**config.mk**
```make
export PLATFORM = sky130hd
export DESIGN_NAME = grouped_timer_queue_core
export DESIGN_NICKNAME = d
export VERILOG_FILES = /design/src/sv/gtq_pkg.sv /design/src/sv/gtq_datapath.sv /design/src/sv/gtq_ctrl.sv /design/src/sv/grouped_timer_queue_core.sv
export SDC_FILE = /design/constraint.sdc
export NUM_CORES = 2
export LEC_CHECK = 0
export BUFFER_PORTS_ARGS = -buffer_cell sky130_fd_sc_hd__buf_2
export CAP_MARGIN = 5
export CORE_MARGIN = 2
export CORE_UTILIZATION = 35
export CTS_CLUSTER_SIZE = 24
export DETAILED_ROUTE_END_ITERATION = 6
export SLEW_MARGIN = 20
export SYNTH_ARGS = -nofsm -noshare
export SYNTH_HDL_FRONTEND = slang
export SYNTH_HIERARCHICAL = 1
export SYNTH_SLANG_ARGS = --single-unit
```
**constraint.sdc**
```tcl
create_clock -name clock -period 10.3 [get_ports clock]
set_clock_uncertainty 0.2 [all_clocks]
set_input_delay 0.515 -clock clock [delete_from_list [all_inputs] [get_ports clock]]
set_output_delay 0.515 -clock clock [all_outputs]
set_load 0.01 [all_outputs]
```
**src/sv/gtq_pkg.sv**
```systemverilog
// Shared types, codes and helpers for the grouped timer queue.
package gtq_pkg;

   localparam int NUM_SLOTS_DEF = 16;
   localparam int TIME_W = 48;
   localparam int AMT_W = 32;
   localparam int GRP_W = 8;
   localparam int TAG_W = 16;
   localparam int REP_W = 16;
   localparam int ORD_W = 16;
   localparam int SLOTF_W = 4;

   // Request codes.
   localparam logic [3:0] OP_TICK = 4'd0;
   localparam logic [3:0] OP_SCHED = 4'd1;
   localparam logic [3:0] OP_CANCEL_ALL = 4'd2;
   localparam logic [3:0] OP_CANCEL_GRP = 4'd3;
   localparam logic [3:0] OP_DELAY_ALL = 4'd4;
   localparam logic [3:0] OP_DELAY_GRP = 4'd5;
   localparam logic [3:0] OP_RESCHED_ALL = 4'd6;
   localparam logic [3:0] OP_RESCHED_GRP = 4'd7;
   localparam logic [3:0] OP_REPEAT = 4'd8;

   // Result kinds.
   localparam logic [1:0] KIND_FIRED = 2'd0;
   localparam logic [1:0] KIND_DONE = 2'd1;
   localparam logic [1:0] KIND_FULL = 2'd2;
   localparam logic [1:0] KIND_NOT_FIRED = 2'd3;

   typedef struct packed {
      logic [3:0]         req_type;
      logic [AMT_W-1:0]   amount_ms;
      logic [GRP_W-1:0]   group_id;
      logic               has_group;
      logic [TAG_W-1:0]   task_tag;
      logic [SLOTF_W-1:0] slot_sel;
      logic               use_base;
      logic [TIME_W-1:0]  base_time;
   } req_payload_type;

   typedef struct packed {
      logic [1:0]         kind;
      logic [SLOTF_W-1:0] slot;
      logic [TAG_W-1:0]   tag;
      logic [REP_W-1:0]   repeat_count;
      logic [TIME_W-1:0]  fire_time;
      logic               last;
   } rsp_payload_type;

   // One stored timer entry.
   typedef struct packed {
      logic [TIME_W-1:0] end_time;
      logic [AMT_W-1:0]  period;
      logic [GRP_W-1:0]  group;
      logic              grouped;
      logic [REP_W-1:0]  repeats;
      logic [TAG_W-1:0]  tag;
      logic [ORD_W-1:0]  order;
   } entry_type;

   typedef enum logic [1:0] {
      SLOT_ZERO,
      SLOT_BEST,
      SLOT_SEL
   } slot_src_type;

   // Commands from the controller to the datapath.
   typedef struct packed {
      logic         cap;
      logic         scan_clr;
      logic         scan_rd;
      logic         rd_sel;
      logic         act_fire;
      logic         act_modify;
      logic         act_sched;
      logic         act_repeat;
      logic         emit;
      logic [1:0]   emit_kind;
      slot_src_type emit_slot;
   } cmd_type;

   // Status from the datapath to the controller.
   typedef struct packed {
      logic [3:0] op;
      logic       scan_last;
      logic       found;
      logic       sel_ok;
      logic       out_free;
   } status_type;

   // Add a duration to a time, saturating at the largest time.
   function automatic logic [TIME_W-1:0] sat_add(input logic [TIME_W-1:0] a,
                                                 input logic [AMT_W-1:0] b);
      logic [TIME_W:0] s;
      s = {1'b0, a} + {{(TIME_W + 1 - AMT_W){1'b0}}, b};
      return s[TIME_W] ? {TIME_W{1'b1}} : s[TIME_W-1:0];
   endfunction

endpackage

```
**src/sv/gtq_datapath.sv**
```systemverilog
// Datapath: entry memory, slot flags, scan and selection, time and output register.
module gtq_datapath
   import gtq_pkg::*;
#(
   parameter int NUM_SLOTS = NUM_SLOTS_DEF
) (
   input  logic            clock,
   input  logic            reset,
   input  req_payload_type req_data,
   input  cmd_type         cmd,
   output status_type      status,
   output logic            rsp_valid,
   input  logic            rsp_ready,
   output rsp_payload_type rsp_data
);

   localparam int AW = (NUM_SLOTS > 1) ? $clog2(NUM_SLOTS) : 1;
   localparam int SW = (AW > SLOTF_W) ? AW : SLOTF_W;

   entry_type entry_mem [NUM_SLOTS];
   entry_type rd_ff;

   req_payload_type rq_ff, rq_in;
   logic [TIME_W-1:0] cur_ff, cur_in;
   logic [ORD_W-1:0] ord_ff, ord_in, snap_ff, snap_in;
   logic [NUM_SLOTS-1:0] pend_ff, pend_in, fired_ff, fired_in, touched_ff, touched_in;
   logic [AW-1:0] addr_ff, addr_in, pidx_ff;
   logic pv_ff;
   entry_type best_ff, best_in;
   logic [AW-1:0] bslot_ff, bslot_in;
   logic found_ff, found_in, ffree_ff, ffree_in;
   logic rsp_valid_ff, rsp_valid_in;
   rsp_payload_type rsp_ff, rsp_in;

   logic [SW-1:0] sel_ext, bslot_ext;
   logic [AW-1:0] sel_idx;
   logic sel_ok;
   logic out_free;

   // Slot index conversions between the 4-bit fields and the table index.
   assign sel_ext = SW'(rq_ff.slot_sel);
   assign sel_idx = sel_ext[AW-1:0];
   assign bslot_ext = SW'(bslot_ff);
   assign sel_ok = (32'(sel_ext) < 32'(NUM_SLOTS)) && fired_ff[sel_idx];
   assign out_free = !rsp_valid_ff || rsp_ready;

   assign status.op = rq_ff.req_type;
   assign status.scan_last = (addr_ff == AW'(NUM_SLOTS - 1));
   assign status.found = found_ff;
   assign status.sel_ok = sel_ok;
   assign status.out_free = out_free;

   // Scope and ordering of the entry read in the previous cycle.
   logic [3:0] op;
   logic grp_only, is_cancel, is_modify, resched, in_scope, ahead, cand;
   logic [ORD_W-1:0] age_rd, age_best;
   logic pend_i, fired_i;

   always_comb begin
      op = rq_ff.req_type;
      grp_only = (op == OP_CANCEL_GRP) || (op == OP_DELAY_GRP) || (op == OP_RESCHED_GRP);
      is_cancel = (op == OP_CANCEL_ALL) || (op == OP_CANCEL_GRP);
      is_modify = (op == OP_DELAY_ALL) || (op == OP_DELAY_GRP) ||
                  (op == OP_RESCHED_ALL) || (op == OP_RESCHED_GRP);
      resched = (op == OP_RESCHED_ALL) || (op == OP_RESCHED_GRP);
      pend_i = pend_ff[pidx_ff];
      fired_i = fired_ff[pidx_ff];
      in_scope = pend_i && (!grp_only ||
                 (rd_ff.grouped && (rd_ff.group == rq_ff.group_id)));
      age_rd = snap_ff - rd_ff.order;
      age_best = snap_ff - best_ff.order;
      ahead = (rd_ff.end_time < best_ff.end_time) ||
              ((rd_ff.end_time == best_ff.end_time) && (age_rd > age_best));
      if (op == OP_TICK) begin
         cand = pend_i && (rd_ff.end_time <= cur_ff);
      end else if (is_modify) begin
         cand = in_scope && !touched_ff[pidx_ff];
      end else begin
         cand = 1'b0;
      end
   end

   // One shared adder for the entry end times written back.
   logic [TIME_W-1:0] add_a, new_end;
   logic [AMT_W-1:0] add_b;
   entry_type wr_rec;
   logic [AW-1:0] wr_idx;
   logic wr_en;

   always_comb begin
      add_a = best_ff.end_time;
      add_b = rq_ff.amount_ms;
      if (cmd.act_modify && resched) begin
         add_a = cur_ff;
      end else if (cmd.act_sched) begin
         add_a = rq_ff.use_base ? rq_ff.base_time : cur_ff;
      end else if (cmd.act_repeat) begin
         add_a = rd_ff.end_time;
         add_b = rd_ff.period;
      end
      new_end = sat_add(add_a, add_b);

      wr_en = cmd.act_modify || cmd.act_sched || cmd.act_repeat;
      wr_idx = cmd.act_repeat ? sel_idx : bslot_ff;
      wr_rec = best_ff;
      if (cmd.act_sched) begin
         wr_rec.period = rq_ff.amount_ms;
         wr_rec.group = rq_ff.group_id;
         wr_rec.grouped = rq_ff.has_group;
         wr_rec.repeats = '0;
         wr_rec.tag = rq_ff.task_tag;
      end else if (cmd.act_repeat) begin
         wr_rec = rd_ff;
         if (rd_ff.repeats != {REP_W{1'b1}}) begin
            wr_rec.repeats = rd_ff.repeats + 1'b1;
         end
      end
      wr_rec.end_time = new_end;
      wr_rec.order = ord_ff;
   end

   // Entry memory: one write and one registered read a cycle.
   always_ff @(posedge clock) begin
      if (wr_en) begin
         entry_mem[wr_idx] <= wr_rec;
      end
      if (cmd.scan_rd || cmd.rd_sel) begin
         rd_ff <= entry_mem[cmd.rd_sel ? sel_idx : addr_ff];
      end
   end

   // Request capture, time, stamp counter and slot flags.
   always_comb begin
      rq_in = rq_ff;
      cur_in = cur_ff;
      snap_in = snap_ff;
      touched_in = touched_ff;
      ord_in = ord_ff;
      pend_in = pend_ff;
      fired_in = fired_ff;
      if (cmd.cap) begin
         rq_in = req_data;
         snap_in = ord_ff;
         touched_in = '0;
         if (req_data.req_type == OP_TICK) begin
            cur_in = sat_add(cur_ff, req_data.amount_ms);
         end
      end
      if (wr_en) begin
         ord_in = ord_ff + 1'b1;
      end
      if (pv_ff && is_cancel && in_scope) begin
         pend_in[pidx_ff] = 1'b0;
      end
      if (cmd.act_fire) begin
         pend_in[bslot_ff] = 1'b0;
         fired_in[bslot_ff] = 1'b1;
      end
      if (cmd.act_modify) begin
         touched_in[bslot_ff] = 1'b1;
      end
      if (cmd.act_sched) begin
         pend_in[bslot_ff] = 1'b1;
         fired_in[bslot_ff] = 1'b0;
      end
      if (cmd.act_repeat) begin
         pend_in[sel_idx] = 1'b1;
         fired_in[sel_idx] = 1'b0;
      end
   end

   // Scan address and running selection.
   always_comb begin
      addr_in = addr_ff;
      best_in = best_ff;
      bslot_in = bslot_ff;
      found_in = found_ff;
      ffree_in = ffree_ff;
      if (cmd.scan_clr) begin
         addr_in = '0;
         found_in = 1'b0;
         ffree_in = 1'b0;
      end else if (cmd.scan_rd) begin
         addr_in = addr_ff + 1'b1;
      end
      if (pv_ff) begin
         if (op == OP_SCHED) begin
            // Lowest free slot wins, else the lowest slot that is not pending.
            if (!pend_i && !fired_i && !ffree_ff) begin
               bslot_in = pidx_ff;
               found_in = 1'b1;
               ffree_in = 1'b1;
            end else if (!pend_i && !found_ff) begin
               bslot_in = pidx_ff;
               found_in = 1'b1;
            end
         end else if (cand && (!found_ff || ahead)) begin
            best_in = rd_ff;
            bslot_in = pidx_ff;
            found_in = 1'b1;
         end
      end
   end

   // Output register.
   always_comb begin
      rsp_valid_in = rsp_valid_ff;
      rsp_in = rsp_ff;
      if (cmd.emit) begin
         rsp_valid_in = 1'b1;
         rsp_in.kind = cmd.emit_kind;
         case (cmd.emit_slot)
            SLOT_BEST: rsp_in.slot = bslot_ext[SLOTF_W-1:0];
            SLOT_SEL:  rsp_in.slot = rq_ff.slot_sel;
            default:   rsp_in.slot = '0;
         endcase
         if (cmd.emit_kind == KIND_FIRED) begin
            rsp_in.tag = best_ff.tag;
            rsp_in.repeat_count = best_ff.repeats;
            rsp_in.fire_time = best_ff.end_time;
            rsp_in.last = 1'b0;
         end else begin
            rsp_in.tag = '0;
            rsp_in.repeat_count = '0;
            rsp_in.fire_time = cur_ff;
            rsp_in.last = 1'b1;
         end
      end else if (rsp_ready) begin
         rsp_valid_in = 1'b0;
      end
   end

   always_ff @(posedge clock) begin
      if (reset) begin
         cur_ff <= '0;
         ord_ff <= '0;
         pend_ff <= '0;
         fired_ff <= '0;
         pv_ff <= 1'b0;
         found_ff <= 1'b0;
         ffree_ff <= 1'b0;
         rsp_valid_ff <= 1'b0;
      end else begin
         cur_ff <= cur_in;
         ord_ff <= ord_in;
         pend_ff <= pend_in;
         fired_ff <= fired_in;
         pv_ff <= cmd.scan_rd;
         found_ff <= found_in;
         ffree_ff <= ffree_in;
         rsp_valid_ff <= rsp_valid_in;
      end
      rq_ff <= rq_in;
      snap_ff <= snap_in;
      touched_ff <= touched_in;
      addr_ff <= addr_in;
      pidx_ff <= addr_ff;
      best_ff <= best_in;
      bslot_ff <= bslot_in;
      rsp_ff <= rsp_in;
   end

   assign rsp_valid = rsp_valid_ff;
   assign rsp_data = rsp_ff;

endmodule

```
**src/sv/gtq_ctrl.sv**
```systemverilog
// Controller: sequences scans, selections, updates and results for each item.
module gtq_ctrl
   import gtq_pkg::*;
(
   input  logic       clock,
   input  logic       reset,
   input  logic       req_valid,
   input  logic [3:0] req_op,
   output logic       req_ready,
   input  status_type status,
   output cmd_type    cmd
);

   typedef enum logic [3:0] {
      ST_IDLE,
      ST_SCAN,
      ST_TAIL,
      ST_DECIDE,
      ST_FIRE,
      ST_MODIFY,
      ST_SCHED,
      ST_REP_RD,
      ST_REP_CHK,
      ST_DONE
   } state_type;

   state_type state_ff, state_in;
   logic [1:0] fin_kind_ff, fin_kind_in;
   slot_src_type fin_slot_ff, fin_slot_in;

   // Next state and commands.
   always_comb begin
      state_in = state_ff;
      fin_kind_in = fin_kind_ff;
      fin_slot_in = fin_slot_ff;
      cmd = '0;
      cmd.emit_kind = KIND_DONE;
      cmd.emit_slot = SLOT_ZERO;
      req_ready = 1'b0;
      case (state_ff)
         ST_IDLE: begin
            req_ready = 1'b1;
            if (req_valid) begin
               cmd.cap = 1'b1;
               fin_kind_in = KIND_DONE;
               fin_slot_in = SLOT_ZERO;
               case (req_op)
                  OP_TICK, OP_SCHED, OP_CANCEL_ALL, OP_CANCEL_GRP, OP_DELAY_ALL,
                  OP_DELAY_GRP, OP_RESCHED_ALL, OP_RESCHED_GRP: begin
                     cmd.scan_clr = 1'b1;
                     state_in = ST_SCAN;
                  end
                  OP_REPEAT: state_in = ST_REP_RD;
                  default: state_in = ST_DONE;
               endcase
            end
         end
         ST_SCAN: begin
            cmd.scan_rd = 1'b1;
            if (status.scan_last) begin
               state_in = ST_TAIL;
            end
         end
         ST_TAIL: state_in = ST_DECIDE;
         ST_DECIDE: begin
            case (status.op)
               OP_TICK: state_in = status.found ? ST_FIRE : ST_DONE;
               OP_SCHED: begin
                  if (status.found) begin
                     fin_slot_in = SLOT_BEST;
                     state_in = ST_SCHED;
                  end else begin
                     fin_kind_in = KIND_FULL;
                     state_in = ST_DONE;
                  end
               end
               OP_DELAY_ALL, OP_DELAY_GRP, OP_RESCHED_ALL, OP_RESCHED_GRP:
                  state_in = status.found ? ST_MODIFY : ST_DONE;
               default: state_in = ST_DONE;
            endcase
         end
         ST_FIRE: begin
            if (status.out_free) begin
               cmd.emit = 1'b1;
               cmd.emit_kind = KIND_FIRED;
               cmd.emit_slot = SLOT_BEST;
               cmd.act_fire = 1'b1;
               cmd.scan_clr = 1'b1;
               state_in = ST_SCAN;
            end
         end
         ST_MODIFY: begin
            cmd.act_modify = 1'b1;
            cmd.scan_clr = 1'b1;
            state_in = ST_SCAN;
         end
         ST_SCHED: begin
            cmd.act_sched = 1'b1;
            state_in = ST_DONE;
         end
         ST_REP_RD: begin
            cmd.rd_sel = 1'b1;
            state_in = ST_REP_CHK;
         end
         ST_REP_CHK: begin
            fin_slot_in = SLOT_SEL;
            if (status.sel_ok) begin
               cmd.act_repeat = 1'b1;
            end else begin
               fin_kind_in = KIND_NOT_FIRED;
            end
            state_in = ST_DONE;
         end
         ST_DONE: begin
            if (status.out_free) begin
               cmd.emit = 1'b1;
               cmd.emit_kind = fin_kind_ff;
               cmd.emit_slot = fin_slot_ff;
               state_in = ST_IDLE;
            end
         end
         default: state_in = ST_IDLE;
      endcase
   end

   // State and registered result selection.
   always_ff @(posedge clock) begin
      if (reset) begin
         state_ff <= ST_IDLE;
         fin_kind_ff <= KIND_DONE;
         fin_slot_ff <= SLOT_ZERO;
      end else begin
         state_ff <= state_in;
         fin_kind_ff <= fin_kind_in;
         fin_slot_ff <= fin_slot_in;
      end
   end

endmodule

```
**src/sv/grouped_timer_queue_core.sv**
```systemverilog
// Top level of the grouped timer queue: controller plus datapath.
//
// Requests arrive on the req_ channel (valid/ready) as one packed item and
// results leave on the rsp_ channel (valid/ready). Every request gives one
// result with last set; a tick first gives one fired result per expired
// entry, in end-time order with ties in queue order, then its done result.
// Items are handled one at a time. Each selection reads the entry memory
// once per slot, and a decision step follows each scan. The final result
// is offered in the cycle after it is loaded, when a new item can be
// taken. The entry memory has a single read port. The result register
// lets a new item be taken while the last result waits; a stalled
// receiver holds the block only when it has another result to give.
// Synchronous reset clears time, the stamp counter and all pending and
// fired flags; the entry memory needs no clearing.
module grouped_timer_queue_core
   import gtq_pkg::*;
#(
   parameter int NUM_SLOTS = NUM_SLOTS_DEF
) (
   input  logic            clock,
   input  logic            reset,
   input  logic            req_valid,
   output logic            req_ready,
   input  req_payload_type req_data,
   output logic            rsp_valid,
   input  logic            rsp_ready,
   output rsp_payload_type rsp_data
);

   cmd_type cmd;
   status_type status;

   // Sequencing.
   gtq_ctrl u_ctrl (
      .clock     (clock),
      .reset     (reset),
      .req_valid (req_valid),
      .req_op    (req_data.req_type),
      .req_ready (req_ready),
      .status    (status),
      .cmd       (cmd)
   );

   // Storage and arithmetic.
   gtq_datapath #(
      .NUM_SLOTS (NUM_SLOTS)
   ) u_dp (
      .clock     (clock),
      .reset     (reset),
      .req_data  (req_data),
      .cmd       (cmd),
      .status    (status),
      .rsp_valid (rsp_valid),
      .rsp_ready (rsp_ready),
      .rsp_data  (rsp_data)
   );

endmodule

```
==> metrics.txt <==
Worst Max-Slew Pin Slew=1.22 ns; Synth area leaders=edfxtp_1, mux4_2, dfxtp_1, ha_1, nand2_1; Synth Area per Inst=17.2 um2; leading cell type in the layout, fill and taps excluded=edfxtp_1; initial core utilization=35.2%; P per Cell Area=230 nW/um2; total congestion overflow=0; P_sw=8.71 mW; Finished Layout Cells=11800; asr flop ratio synth=0%; placed cells=around 11000; Tcrit/Tclk final=81.4%; reg2reg end=u_dp/entry_mem[14][98]; Fmax=0.119 GHz; worst hold path type=input pin to flop; Synth cell types=87; Area growth, synth to finish=15.4%; yosys warns=6; sequential cell area fraction in the yosys report=71.5%; clock sink count=2819; core footprint=331000 um2; Post-Route WL=323 mm; peak supply drop=0.000199 V; vias in the first global route=65700; pre-CTS WS=2.06 ns; Detailed Place HPWL=182 mm; Antenna Violating Nets Remaining=0; most frequent cells in the layout=edfxtp_1, nand2_1, mux4_2; crit path max-delay cell type=dfxtp_1; crit-path cells=nand2b_1 -> nor3b_4 -> nand4b_4 -> nand3_2 -> mux2_2 -> ha_1 -> fa_1 -> a211oi_1 -> o21ai_0 -> a21oi_1 -> nor3_1 -> o2111ai_1 -> a31o_2 -> nor3_4 -> nand2_4 -> buf_4 -> nand2_1; RSZ-0062 raised after global routing=false; r2r setup slk=1.91 ns; largest fanout on the critical path=22; Mapped Nets=7112; initial antenna violation count=20; end of the critical path=u_dp/entry_mem[14][98]; Core Rows=211; routed len/inst=between 20 and 30 um; 1st-pass router iterations=5; Power Total=between 30 and 40 mW; nets@finish=7561; IO Pins=207; largest net degree at the start of global routing=126; hold slack=roughly 0.11 ns; Mapped Cells=6780; fin crit period=between 8 and 9 ns; R2R depth=17; RR Startpoint=u_ctrl/state_ff[2]; Final WS setup=between 1.5 and 2 ns; DRC violations left=0; area of the mapped netlist=116000 um2; Die Area=about 340000 um2; area leader, netlist=edfxtp_1; critical path type=flop to flop; initial DRC count=7206; Clock Path Buffers=4; clock network fraction of total power=between 30 and 40%; gp weighted congestion=0.925; Setup crit end kind=flop; CP Launch Point=u_ctrl/state_ff[2]; Post-synth EDFFs=2687; FILL cells=29600; Die X=~580 um; Net Sw Frac=between 20% and 30%; Die Ht=581 um; post-CTS sizing=0; gr usage total=18.7%; CP peak stage delay=0.77 ns; root buf cell=clkbuf_16; layout cell share with drive strength beyond 1=20.2%; post-synth top area share=69.3%; outcome=complete, no violations; Hold Fails Final Rpt=0; ys flop type=edfxtp_1; clk_lat worst skew=a little over 0.9 ns; Max Cap Violations=0; Via-to-Cell Ratio=approximately 5.5; max-slew headroom at the worst pin=17.9%; hold path startpoint=req_data[60]; vias=between 60000 and 70000; Comb pwr share=20.3%; Worst Path Arrival=8.69 ns; CP required=10.60 ns; TNS Setup=0 ns; Internal=22.2 mW; Setup violations, final=0; first-pass GRT wire length=465 mm; part of the power in registers=a little under half; final max-slew violation count=0; CTS clock-pin slew for the worst setup and hold paths=roughly 0.060 ns; Startpoint Class=flop; #FFs+latches synth=2819; H-tree depth=5; total CTS buffers=~300; CTS tree=done; static leakage=44.0 nW; number of port buffers=206
==> final cells by class <==
cell class | instances | area (um2) | share of cell area [%]
flip-flops and latches | 2819 | 83300 | 62.0
multi-input cells | 3420 | 31300 | 23.3
clock buffers | 364 | 8030 | 5.98
well taps | 4366 | 5460 | 4.07
repair buffers | 498 | 3880 | 2.89
clock inverters | 176 | 1630 | 1.21
inverters | 186 | 706 | 0.525
diodes | 8 | 20.0 | 0.0149
==> registers in the layout (all words and copies together) (netlist names), 16 cells and up <==
register         count
u_dp/best_ff       137
u_dp/ord_ff         16
u_dp/pend_ff        16
u_dp/rd_ff         137
u_dp/snap_ff        16
u_dp/touched_ff     16
u_dp/fired_ff       16
u_dp/rq_ff         106
u_dp/entry_mem    2192
u_dp/rsp_data       87
u_dp/cur_ff         48
==> power groups by stage <==
stage,combinational (mW),sequential [mW],clock (mW)
2_1_floorplan,4.55,13.9,0
3_3_place_gp,6.20,14.2,0
3_5_place_dp,6.27,14.2,0
4_1_cts,6.34,13.9,10.9
5_1_grt,6.82,14.0,11.3
6_report,6.27,13.9,10.7
==> per-stage QoR <==
stage	cell area [um2]	utilization [%]
2_1_floorplan	116000	-
3_3_place_gp	123000	37.3
3_5_place_dp	123000	37.3
4_1_cts	134000	40.6
5_1_grt	134000	40.6
6_report	134000	40.6
==> synthesized netlist by cell type, types with 54 or more instances <==
master and number:
edfxtp_1 2687, nand2_1 578, mux4_2 562, clkbuf_1 248, nor2_1 240, ha_1 210, o21ai_0 208, a21oi_1 195
inv_1 186, and2_1 172, a211oi_1 171, a31oi_1 157, dfxtp_1 132, mux2i_1 123, nor3_1 68, xnor2_1 63
nand3_1 55, buf_1 54, xor2_1 54
==> kinds of logic (layout without fill, tap and decap cells) <==
family	count (synthesis)	count (layout)	share of synthesized area (%)
AOI/OAI and AO/OA	1023	1023	5.67
DFF	2819	2819	71.5
other	0	8	0
muxes	720	720	12.3
xor gates and xnor gates	117	117	0.880
and+or+nand+nor	1346	1346	5.47
adders and majority gates	214	214	2.32
buffers and inverters	541	1224	1.85
==> per-layer routing <==
| metal | up-vias | share of wire (%) | track usage [%] |
|---|---|---|---|
| met5 | - | 0.0071 | 0 |
| met4 | 4 | 3.4 | 6.23 |
| met3 | 494 | 7.4 | 2.97 |
| met2 | 2547 | 48 | 30.5 |
| met1 | 34300 | 42 | 25.6 |
| li1 | 27900 | - | - |
==> worst min-delay path by stage <==
stage / to / slack, ns / cells past startpoint
floorplan: u_dp/pidx_ff[3] / 0.17 / 0
global placement: u_dp/pidx_ff[3] / 0.22 / 0
detailed placement: u_dp/pidx_ff[3] / 0.23 / 0
CTS: u_dp/rq_ff[57] / 0.03 / 2
global route: u_dp/rq_ff[69] / 0.09 / 2
finish: u_dp/rq_ff[60] / 0.11 / 2
==> worst max-delay path: cells and delay by family, from the launching register on <==
family / cells / cell delay [ns]
and+or+nand+nor: 8 / 3.52
AOI/OAI and AO/OA: 5 / 1.75
DFF: 1 / 0.77
adders and majority gates: 2 / 0.73
buffers and inverters: 1 / 0.51
muxes: 1 / 0.41
==> repair_timing <==
action,CTS,global route
endpoints found under the hold margin,163,0
setup buffers,0,0
hold buffers,117,0
No activity file was read; power rests on OpenSTA's default activity.
